**src/evad_pkg.sv**
```systemverilog
package evad_pkg;

    localparam int unsigned MUL_W          = 32;
    localparam int unsigned PROD_W         = 2 * MUL_W;
    localparam int unsigned MANT_W         = 31;
    localparam int unsigned FRAC_W         = 16;
    localparam int unsigned CFG_IDX_W      = 2;
    localparam int unsigned CFG_DATA_W     = 16;

    localparam logic [31:0] TEN_LOG10_2_Q16 = 32'd197283;
    localparam int unsigned LG_OFFSET       = 30 * 65536;
    localparam logic [63:0] ROUND_HALF      = 64'd1 << 23;
    localparam logic [39:0] LVL_FLOOR_MAG   = 40'd30720;
    localparam logic [15:0] LVL_FLOOR       = 16'hFFFF - 16'd30720 + 16'd1;
    localparam logic [15:0] RUN_MAX         = 16'hFFFF;

    localparam logic [CFG_IDX_W-1:0] CFG_THRESHOLD = 2'd0;
    localparam logic [CFG_IDX_W-1:0] CFG_START_RUN = 2'd1;
    localparam logic [CFG_IDX_W-1:0] CFG_END_RUN   = 2'd2;

    localparam logic [15:0] THRESHOLD_RST = 16'hFFFF - 16'd10240 + 16'd1;
    localparam logic [15:0] START_RUN_RST = 16'd3;
    localparam logic [15:0] END_RUN_RST   = 16'd10;

    typedef enum logic [3:0] {
        ST_IDLE,
        ST_SQUARE,
        ST_ACCUM,
        ST_NORM,
        ST_FMUL,
        ST_FSTEP,
        ST_LOGDONE,
        ST_SCALE,
        ST_ROUND,
        ST_DECIDE
    } t_evad_state;

    typedef struct packed {
        logic        pend;
        logic [15:0] level;
    } t_evad_frame;

    typedef struct packed {
        logic speech;
        logic flipped;
    } t_evad_dec;

endpackage

```
**src/evad_in_if.sv**
```systemverilog
interface evad_in_if;
    logic               valid;
    logic               ready;
    logic signed [15:0] sample;
    logic               frame_end;
    logic               discontinuity;

    modport source (output valid, sample, frame_end, discontinuity, input ready);
    modport sink   (input valid, sample, frame_end, discontinuity, output ready);
endinterface

```
**src/evad_out_if.sv**
```systemverilog
interface evad_out_if;
    logic               valid;
    logic               ready;
    logic               speech_active;
    logic signed [15:0] frame_level;
    logic               state_flipped;

    modport source (output valid, speech_active, frame_level, state_flipped, input ready);
    modport sink   (input valid, speech_active, frame_level, state_flipped, output ready);
endinterface

```
**src/evad_mul.sv**
```systemverilog
module evad_mul
    import evad_pkg::*;
(
    input  logic              i_clk,
    input  logic [MUL_W-1:0]  i_a,
    input  logic [MUL_W-1:0]  i_b,
    output logic [PROD_W-1:0] o_p
);

    logic [PROD_W-1:0] r_p;

    always_ff @(posedge i_clk) begin
        r_p <= PROD_W'(i_a) * PROD_W'(i_b);
    end

    assign o_p = r_p;

endmodule

```
**src/evad_hyst.sv**
```systemverilog
module evad_hyst
    import evad_pkg::*;
(
    input  logic                  i_clk,
    input  logic                  i_rst_n,
    input  logic                  i_cfg_we,
    input  logic [CFG_IDX_W-1:0]  i_cfg_idx,
    input  logic [CFG_DATA_W-1:0] i_cfg_data,
    input  t_evad_frame           i_frame,
    input  logic                  i_upd,
    output t_evad_dec             o_dec
);

    logic [15:0] r_thr;
    logic [15:0] r_start;
    logic [15:0] r_end;
    logic        r_speech;
    logic [15:0] r_loud;
    logic [15:0] r_quiet;

    logic        n_speech;
    logic [15:0] n_loud;
    logic [15:0] n_quiet;
    logic        sm0;
    logic [15:0] lr0;
    logic [15:0] qr0;
    logic        is_loud;

    always_ff @(posedge i_clk) begin
        if (!i_rst_n) begin
            r_thr    <= THRESHOLD_RST;
            r_start  <= START_RUN_RST;
            r_end    <= END_RUN_RST;
            r_speech <= 1'b0;
            r_loud   <= '0;
            r_quiet  <= '0;
        end else begin
            if (i_cfg_we) begin
                unique case (i_cfg_idx)
                    CFG_THRESHOLD: r_thr   <= i_cfg_data;
                    CFG_START_RUN: r_start <= i_cfg_data;
                    CFG_END_RUN:   r_end   <= i_cfg_data;
                    default: ;
                endcase
            end
            if (i_upd) begin
                r_speech <= n_speech;
                r_loud   <= n_loud;
                r_quiet  <= n_quiet;
            end
        end
    end

    always_comb begin
        sm0      = i_frame.pend ? 1'b0 : r_speech;
        lr0      = i_frame.pend ? 16'd0 : r_loud;
        qr0      = i_frame.pend ? 16'd0 : r_quiet;
        is_loud  = $signed(i_frame.level) >= $signed(r_thr);
        n_speech = sm0;
        o_dec.flipped = 1'b0;
        if (is_loud) begin
            n_loud  = (lr0 != RUN_MAX) ? lr0 + 16'd1 : lr0;
            n_quiet = '0;
            if (!sm0 && n_loud >= r_start) begin
                n_speech      = 1'b1;
                o_dec.flipped = 1'b1;
            end
        end else begin
            n_quiet = (qr0 != RUN_MAX) ? qr0 + 16'd1 : qr0;
            n_loud  = '0;
            if (sm0 && n_quiet >= r_end) begin
                n_speech      = 1'b0;
                o_dec.flipped = 1'b1;
            end
        end
        o_dec.speech = n_speech;
    end

endmodule

```
**src/energy_voice_activity_detector.sv**
```systemverilog
// Channel       | Direction | Payload
// i_sample_ch   | in        | sample (s16), frame_end, discontinuity
// o_result_ch   | out       | speech_active, frame_level (s16 Q8 dB), state_flipped
// i_cfg_*       | in        | threshold_level, start_run_frames, end_run_frames
//
// A sample that does not end a frame passes through the accept, square and accumulate steps.
// A frame-ending sample adds two base-2 logarithm passes on the shared multiplier, each
// made of one-bit normalisation shifts, repeated squaring of the mantissa and a finishing step,
// then scaling, rounding and decision; an all-zero frame goes straight to decision.
// Reset is synchronous and clears the detector state, energy sum and sample count.
// A waiting result holds the decision step, and no request is taken until it has been taken.
module energy_voice_activity_detector
    import evad_pkg::*;
#(
    parameter int unsigned MAX_FRAME_SAMPLES = 4096
) (
    input  logic                  i_clk,
    input  logic                  i_rst_n,
    evad_in_if.sink               i_sample_ch,
    evad_out_if.source            o_result_ch,
    input  logic                  i_cfg_we,
    input  logic [CFG_IDX_W-1:0]  i_cfg_idx,
    input  logic [CFG_DATA_W-1:0] i_cfg_data
);

    localparam int unsigned CNT_W = $clog2(MAX_FRAME_SAMPLES + 1);
    localparam int unsigned SUM_W = CNT_W + 30;
    localparam int unsigned K_W   = $clog2(SUM_W);
    localparam int unsigned LG_W  = K_W + FRAC_W;
    localparam int unsigned D_W   = LG_W + 3;

    t_evad_state r_state;
    t_evad_state n_state;

    logic signed [15:0] r_sample;
    logic               r_fend;
    logic               r_pend;
    logic [SUM_W-1:0]   r_sum;
    logic [CNT_W-1:0]   r_cnt;
    logic [CNT_W-1:0]   r_n;
    logic [SUM_W-1:0]   r_x;
    logic [K_W-1:0]     r_k;
    logic [K_W-1:0]     r_e;
    logic [MANT_W-1:0]  r_m;
    logic [FRAC_W-1:0]  r_frac;
    logic [3:0]         r_it;
    logic               r_pass;
    logic [LG_W-1:0]    r_lga;
    logic [MUL_W-1:0]   r_t;
    logic [15:0]        r_level;
    logic               r_ovalid;
    logic               r_ospeech;
    logic               r_oflip;
    logic [15:0]        r_olevel;

    logic [MUL_W-1:0]   mul_a;
    logic [MUL_W-1:0]   mul_b;
    logic [PROD_W-1:0]  prod;
    logic [16:0]        abs_s;
    logic [SUM_W-1:0]   sum_new;
    logic [CNT_W-1:0]   cnt_new;
    logic               frame_done;
    logic [LG_W-1:0]    lg_cur;
    logic signed [D_W-1:0] d_val;
    logic [D_W-1:0]     d_neg;
    logic [PROD_W-1:0]  rounded;
    logic [39:0]        mag;
    logic               accept;
    logic               load_out;
    logic               take_out;
    t_evad_frame        frame;
    t_evad_dec          dec;

    evad_mul u_mul (
        .i_clk (i_clk),
        .i_a   (mul_a),
        .i_b   (mul_b),
        .o_p   (prod)
    );

    assign frame.pend  = r_pend;
    assign frame.level = r_level;

    evad_hyst u_hyst (
        .i_clk      (i_clk),
        .i_rst_n    (i_rst_n),
        .i_cfg_we   (i_cfg_we),
        .i_cfg_idx  (i_cfg_idx),
        .i_cfg_data (i_cfg_data),
        .i_frame    (frame),
        .i_upd      (load_out),
        .o_dec      (dec)
    );

    assign i_sample_ch.ready         = (r_state == ST_IDLE);
    assign accept                    = i_sample_ch.valid && i_sample_ch.ready;
    assign take_out                  = r_ovalid && o_result_ch.ready;
    assign load_out                  = (r_state == ST_DECIDE) && (!r_ovalid || o_result_ch.ready);
    assign o_result_ch.valid         = r_ovalid;
    assign o_result_ch.speech_active = r_ospeech;
    assign o_result_ch.frame_level   = r_olevel;
    assign o_result_ch.state_flipped = r_oflip;

    always_comb begin
        abs_s      = r_sample[15] ? 17'd0 - {r_sample[15], r_sample} : {1'b0, r_sample};
        sum_new    = r_sum + prod[SUM_W-1:0];
        cnt_new    = r_cnt + CNT_W'(1);
        frame_done = r_fend || (32'(cnt_new) >= 32'(MAX_FRAME_SAMPLES));
        lg_cur     = {r_e, r_frac};
        d_val      = $signed(D_W'(r_lga)) - $signed(D_W'(lg_cur)) - $signed(D_W'(LG_OFFSET));
        d_neg      = d_val[D_W-1] ? D_W'(0) - d_val : '0;
        rounded    = prod + ROUND_HALF;
        mag        = rounded[63:24];
        unique case (r_state)
            ST_SQUARE: begin
                mul_a = MUL_W'(abs_s);
                mul_b = MUL_W'(abs_s);
            end
            ST_FMUL: begin
                mul_a = MUL_W'(r_m);
                mul_b = MUL_W'(r_m);
            end
            default: begin
                mul_a = r_t;
                mul_b = TEN_LOG10_2_Q16;
            end
        endcase
    end

    always_comb begin
        n_state = r_state;
        unique case (r_state)
            ST_IDLE:    if (accept) n_state = ST_SQUARE;
            ST_SQUARE:  n_state = ST_ACCUM;
            ST_ACCUM: begin
                if (!frame_done) begin
                    n_state = ST_IDLE;
                end else if (sum_new == '0) begin
                    n_state = ST_DECIDE;
                end else begin
                    n_state = ST_NORM;
                end
            end
            ST_NORM:    if (r_x[SUM_W-1]) n_state = ST_FMUL;
            ST_FMUL:    n_state = ST_FSTEP;
            ST_FSTEP:   n_state = (r_it == 4'd15) ? ST_LOGDONE : ST_FMUL;
            ST_LOGDONE: n_state = r_pass ? ST_SCALE : ST_NORM;
            ST_SCALE:   n_state = ST_ROUND;
            ST_ROUND:   n_state = ST_DECIDE;
            ST_DECIDE:  if (load_out) n_state = ST_IDLE;
            default:    n_state = ST_IDLE;
        endcase
    end

    always_ff @(posedge i_clk) begin
        if (!i_rst_n) begin
            r_state  <= ST_IDLE;
            r_pend   <= 1'b0;
            r_sum    <= '0;
            r_cnt    <= '0;
            r_ovalid <= 1'b0;
        end else begin
            r_state <= n_state;
            if (accept && i_sample_ch.discontinuity) begin
                r_pend <= 1'b1;
            end else if (load_out) begin
                r_pend <= 1'b0;
            end
            if (r_state == ST_ACCUM) begin
                r_sum <= frame_done ? '0 : sum_new;
                r_cnt <= frame_done ? '0 : cnt_new;
            end
            if (load_out) begin
                r_ovalid <= 1'b1;
            end else if (take_out) begin
                r_ovalid <= 1'b0;
            end
        end
    end

    always_ff @(posedge i_clk) begin
        if (accept) begin
            r_sample <= i_sample_ch.sample;
            r_fend   <= i_sample_ch.frame_end;
        end
        if (load_out) begin
            r_ospeech <= dec.speech;
            r_oflip   <= dec.flipped;
            r_olevel  <= r_level;
        end
        unique case (r_state)
            ST_ACCUM: begin
                r_x     <= sum_new;
                r_n     <= cnt_new;
                r_k     <= '0;
                r_pass  <= 1'b0;
                r_level <= LVL_FLOOR;
            end
            ST_NORM: begin
                if (r_x[SUM_W-1]) begin
                    r_m    <= r_x[SUM_W-1 -: MANT_W];
                    r_e    <= K_W'(SUM_W - 1) - r_k;
                    r_frac <= '0;
                    r_it   <= '0;
                end else begin
                    r_x <= {r_x[SUM_W-2:0], 1'b0};
                    r_k <= r_k + K_W'(1);
                end
            end
            ST_FSTEP: begin
                r_it <= r_it + 4'd1;
                if (prod[61]) begin
                    r_frac <= {r_frac[FRAC_W-2:0], 1'b1};
                    r_m    <= prod[61:31];
                end else begin
                    r_frac <= {r_frac[FRAC_W-2:0], 1'b0};
                    r_m    <= prod[60:30];
                end
            end
            ST_LOGDONE: begin
                if (!r_pass) begin
                    r_lga  <= lg_cur;
                    r_x    <= SUM_W'(r_n);
                    r_k    <= '0;
                    r_pass <= 1'b1;
                end else begin
                    r_t <= MUL_W'(d_neg);
                end
            end
            ST_ROUND: begin
                r_level <= (mag > LVL_FLOOR_MAG) ? LVL_FLOOR : 16'd0 - mag[15:0];
            end
            default: ;
        endcase
    end

endmodule
```
**src/flat_wrapper.sv**
```systemverilog
// flat-port wrapper written by rule: the top's interface ports become plain ports
module energy_voice_activity_detector_flat import evad_pkg::*;
#(
    parameter int unsigned MAX_FRAME_SAMPLES = 4096
)
  (i_clk, i_rst_n, i_cfg_we, i_cfg_idx, i_cfg_data, i_sample_ch_valid, i_sample_ch_sample, i_sample_ch_frame_end, i_sample_ch_discontinuity, i_sample_ch_ready, o_result_ch_valid, o_result_ch_speech_active, o_result_ch_frame_level, o_result_ch_state_flipped, o_result_ch_ready);
  evad_in_if i_sample_ch_i ();
  evad_out_if o_result_ch_i ();
  input  logic i_clk;
  input  logic i_rst_n;
  input  logic i_cfg_we;
  input  logic [CFG_IDX_W-1:0] i_cfg_idx;
  input  logic [CFG_DATA_W-1:0] i_cfg_data;
  input wire logic [$bits(i_sample_ch_i.valid)-1:0] i_sample_ch_valid;
  input wire logic [$bits(i_sample_ch_i.sample)-1:0] i_sample_ch_sample;
  input wire logic [$bits(i_sample_ch_i.frame_end)-1:0] i_sample_ch_frame_end;
  input wire logic [$bits(i_sample_ch_i.discontinuity)-1:0] i_sample_ch_discontinuity;
  output wire logic [$bits(i_sample_ch_i.ready)-1:0] i_sample_ch_ready;
  output wire logic [$bits(o_result_ch_i.valid)-1:0] o_result_ch_valid;
  output wire logic [$bits(o_result_ch_i.speech_active)-1:0] o_result_ch_speech_active;
  output wire logic [$bits(o_result_ch_i.frame_level)-1:0] o_result_ch_frame_level;
  output wire logic [$bits(o_result_ch_i.state_flipped)-1:0] o_result_ch_state_flipped;
  input wire logic [$bits(o_result_ch_i.ready)-1:0] o_result_ch_ready;
  assign i_sample_ch_i.valid = i_sample_ch_valid;
  assign i_sample_ch_i.sample = i_sample_ch_sample;
  assign i_sample_ch_i.frame_end = i_sample_ch_frame_end;
  assign i_sample_ch_i.discontinuity = i_sample_ch_discontinuity;
  assign i_sample_ch_ready = i_sample_ch_i.ready;
  assign o_result_ch_valid = o_result_ch_i.valid;
  assign o_result_ch_speech_active = o_result_ch_i.speech_active;
  assign o_result_ch_frame_level = o_result_ch_i.frame_level;
  assign o_result_ch_state_flipped = o_result_ch_i.state_flipped;
  assign o_result_ch_i.ready = o_result_ch_ready;
  energy_voice_activity_detector #(.MAX_FRAME_SAMPLES(MAX_FRAME_SAMPLES)) u_core (.i_clk(i_clk), .i_rst_n(i_rst_n), .i_sample_ch(i_sample_ch_i), .o_result_ch(o_result_ch_i), .i_cfg_we(i_cfg_we), .i_cfg_idx(i_cfg_idx), .i_cfg_data(i_cfg_data));
endmodule
```
**config.mk**
```make
export PLATFORM = sky130hd
export DESIGN_NAME = energy_voice_activity_detector_flat
export DESIGN_NICKNAME = d
export VERILOG_FILES = /design/src/evad_pkg.sv /design/src/evad_in_if.sv /design/src/evad_out_if.sv /design/src/evad_mul.sv /design/src/evad_hyst.sv /design/src/energy_voice_activity_detector.sv /design/src/flat_wrapper.sv
export SDC_FILE = /design/constraint.sdc
export NUM_CORES = 2
export LEC_CHECK = 0
export BUFFER_PORTS_ARGS = -buffer_cell sky130_fd_sc_hd__buf_4
export CAP_MARGIN = 40
export CORE_UTILIZATION = 40
export CTS_CLUSTER_DIAMETER = 40
export DETAILED_ROUTE_END_ITERATION = 6
export SLEW_MARGIN = 20
export SYNTH_ARGS = -nofsm -noshare
export SYNTH_HDL_FRONTEND = slang
export SYNTH_SLANG_ARGS = --single-unit
```
**constraint.sdc**
```tcl
create_clock -name i_clk -period 24.8 [get_ports i_clk]
set_input_delay 4.96 -clock i_clk [delete_from_list [all_inputs] [get_ports i_clk]]
set_output_delay 4.96 -clock i_clk [all_outputs]
set_load 0.01 [all_outputs]
```
==> metrics.txt <==
Routed Antenna Nets 0; CTS tree done; overall global routing resource usage 0.255; Critical-path top delay cell nand2_1; slew margin rel. 0.394; vias in the first global route 43300; fmax 0.0838 GHz; final core utilization 0.443; Initial DRC Count 3778; first-pass GRT wire length 262 mm; Starting Density 0.403; routed vias 41900; Final Power 8.57 mW; synthesized flop and latch total 423; fill count 12900; CTS Hold Buffers Added 0; Port Buffer Count 60; status complete, no violations; cell area after layout 58200 um^2; CTS Sinks 423; initial antenna violation count 9; setup TNS 0 ns; mean area per synthesized cell 8.85 um^2; Post-Synthesis Cells 5992; setup bufs post-CTS 0; post-synth top area share 0.313; WS Path Type register to register; syn_nets 7236; Resize count post-CTS 0; Synth area leaders fa_1 31%, edfxtp_1 12%, ha_1 8.8%; Slew Limit Fails 0; Max FO, Critical Path 22; Via density 5.38; Top Ports 61; CP startpoint u_core.r_sample[2]; leakage power total 27.5 nW; Die X 366 um; largest net degree at the start of global routing 76; DIE HEIGHT 366 um; Max Cap Violations 0; Commonest cells post-synth 1149 x inv_1, 829 x fa_1, 784 x nand2_1; DP Area 55700 um^2; Post-synth EDFFs 218; Clock Path Buffers 3; leading area contributor after synthesis fa_1; Peak VDD IR 0.472 mV; layout net count 7216; Netlist cell types 100; Tmin final 11.93 ns; final setup fails 0; Area Growth Syn to Fin 9.69%; register area share after synthesis 0.201; DP HPWL 134 mm; DRC violations left 0; Worst EP required 25.35 ns; fin crit share 0.481; worst hold start u_core.r_frac[8]; CP Launch Type register; CTS root buf clkbuf_16; Total Wirelength 169 mm; clock slew at reported path FFs 0.06 ns; Final Hold Fails 0; # rows 133; PwrDens 147 nW/um^2; critical path endpoint category register; WL/cell 21.7 um; H-tree lvl count 3; slew at the pin closest to its max-slew limit 0.907 ns; setup repair after global routing missed its margin false; async set or reset register ratio after synthesis 0; Placer Congestion 1.00; 1st-pass router iterations 6; Core Area 131000 um^2; TritonCTS buffer count 68; Fin Clk Skew 0.0465 ns; WHS 0.446 ns; Synth Cell Area 53000 um^2; fraction of layout cells with a size suffix above 1 0.0597; WP data arrival 12.48 ns; most used cell, CP fa_1; Worst path max stage delay 0.66 ns; Synth Flop Type edfxtp_1; hold crit path type register to register; grt total ovfl 0; die area 134000 um^2; reg2reg start u_core.r_sample[2]; Ys Warns 0; Clock Latency Late Sink 0.64 ns; most frequent cell after synthesis inv_1
==> metal layers <==
| layer | GRT usage | part of all wire | vias up | routed length [um] |
|---|---|---|---|---|
| met5 | 0 | 0.00016 | - | 27 |
| li1 | - | - | 18900 | - |
| met1 | 0.350 | 0.43 | 20900 | 72300 |
| met3 | 0.0590 | 0.094 | 386 | 15900 |
| met2 | 0.394 | 0.44 | 1735 | 73900 |
| met4 | 0.0896 | 0.041 | 4 | 6910 |
==> cell families after synthesis <==
logic type | synth area share
simple gates | 0.155
buf+inv | 0.101
fa+ha+maj | 0.401
compound gates | 0.0990
flops | 0.201
xor+xnor | 0.0355
mux | 0.00762
other cells | 0.0000707
==> metrics by stage <==
stage | instances | setup slack (ns)
floorplan | 5992 | 15.46
global placement | 7640 | 13.24
detailed placement | 7654 | 13.24
CTS | 7780 | 13.17
global route | 7783 | 12.45
finish | 7784 | 12.87
==> worst max-delay path: cells and delay by family (launching register included) <==
| kind | cells | cell delay (ns) |
|---|---|---|
| DFF | 1 | 0.46 |
| adders and majority gates | 9 | 4.55 |
| xor gates and xnor gates | 1 | 0.20 |
| buffers and inverters | 7 | 0.90 |
| AOI/OAI and AO/OA | 8 | 2.79 |
| and+or+nand+nor | 8 | 2.86 |
==> layout by cell type, fill, tap and decap left out, drive strengths merged, types with 34 or more instances in the layout <==
cell type	Yosys	routed
a21o	96	96
a21oi	289	289
a22oi	54	54
and2	34	34
and3	64	64
buf	27	169
clkbuf	232	74
dfxtp	205	205
edfxtp	218	218
fa	829	829
ha	374	374
inv	1154	1172
mux2i	37	37
nand2	785	785
nand3	111	111
nand4	50	50
nor2	608	608
nor2b	35	35
nor3	63	63
o21a	38	38
o21ai	120	120
xnor2	126	126
xor2	88	88
==> report_power, final <==
group	switching (mW)	leakage, nW	internal, mW
Clock	0.400	1.18	0.609
Sequential	0.103	3.64	0.891
Combinational	4.31	22.7	2.25
==> sequential cells by signal (all words and copies together), names as in the netlist, 22 cells and up <==
| signal | cells |
|---|---|
| u_core.r_lga | 22 |
| u_core.u_mul.o_p | 62 |
| u_core.r_sum | 43 |
| u_core.r_x | 43 |
| u_core.r_t | 25 |
| u_core.r_m | 31 |
==> path summary, 6_finish.rpt <==
kind	endpoint	slack [ns]	cells past startpoint
max	u_core.u_mul.o_p[43]	12.87	33
min	u_core.r_lga[8]	0.45	0
max reg2reg	u_core.u_mul.o_p[43]	12.87	33
min reg2reg	u_core.r_lga[8]	0.45	0
==> final cells by class <==
cell class / instances / area (um^2) / area share
multi-input cells: 4147 / 37100 / 0.638
well taps: 1755 / 2200 / 0.0377
clock inverters: 52 / 669 / 0.0115
diodes: 1 / 2.50 / 0.0000430
repair buffers: 169 / 1380 / 0.0237
inverters: 1163 / 4370 / 0.0751
clock buffers: 74 / 1790 / 0.0307
flip-flops and latches: 423 / 10700 / 0.183
No activity file was read; power rests on OpenSTA's default activity.
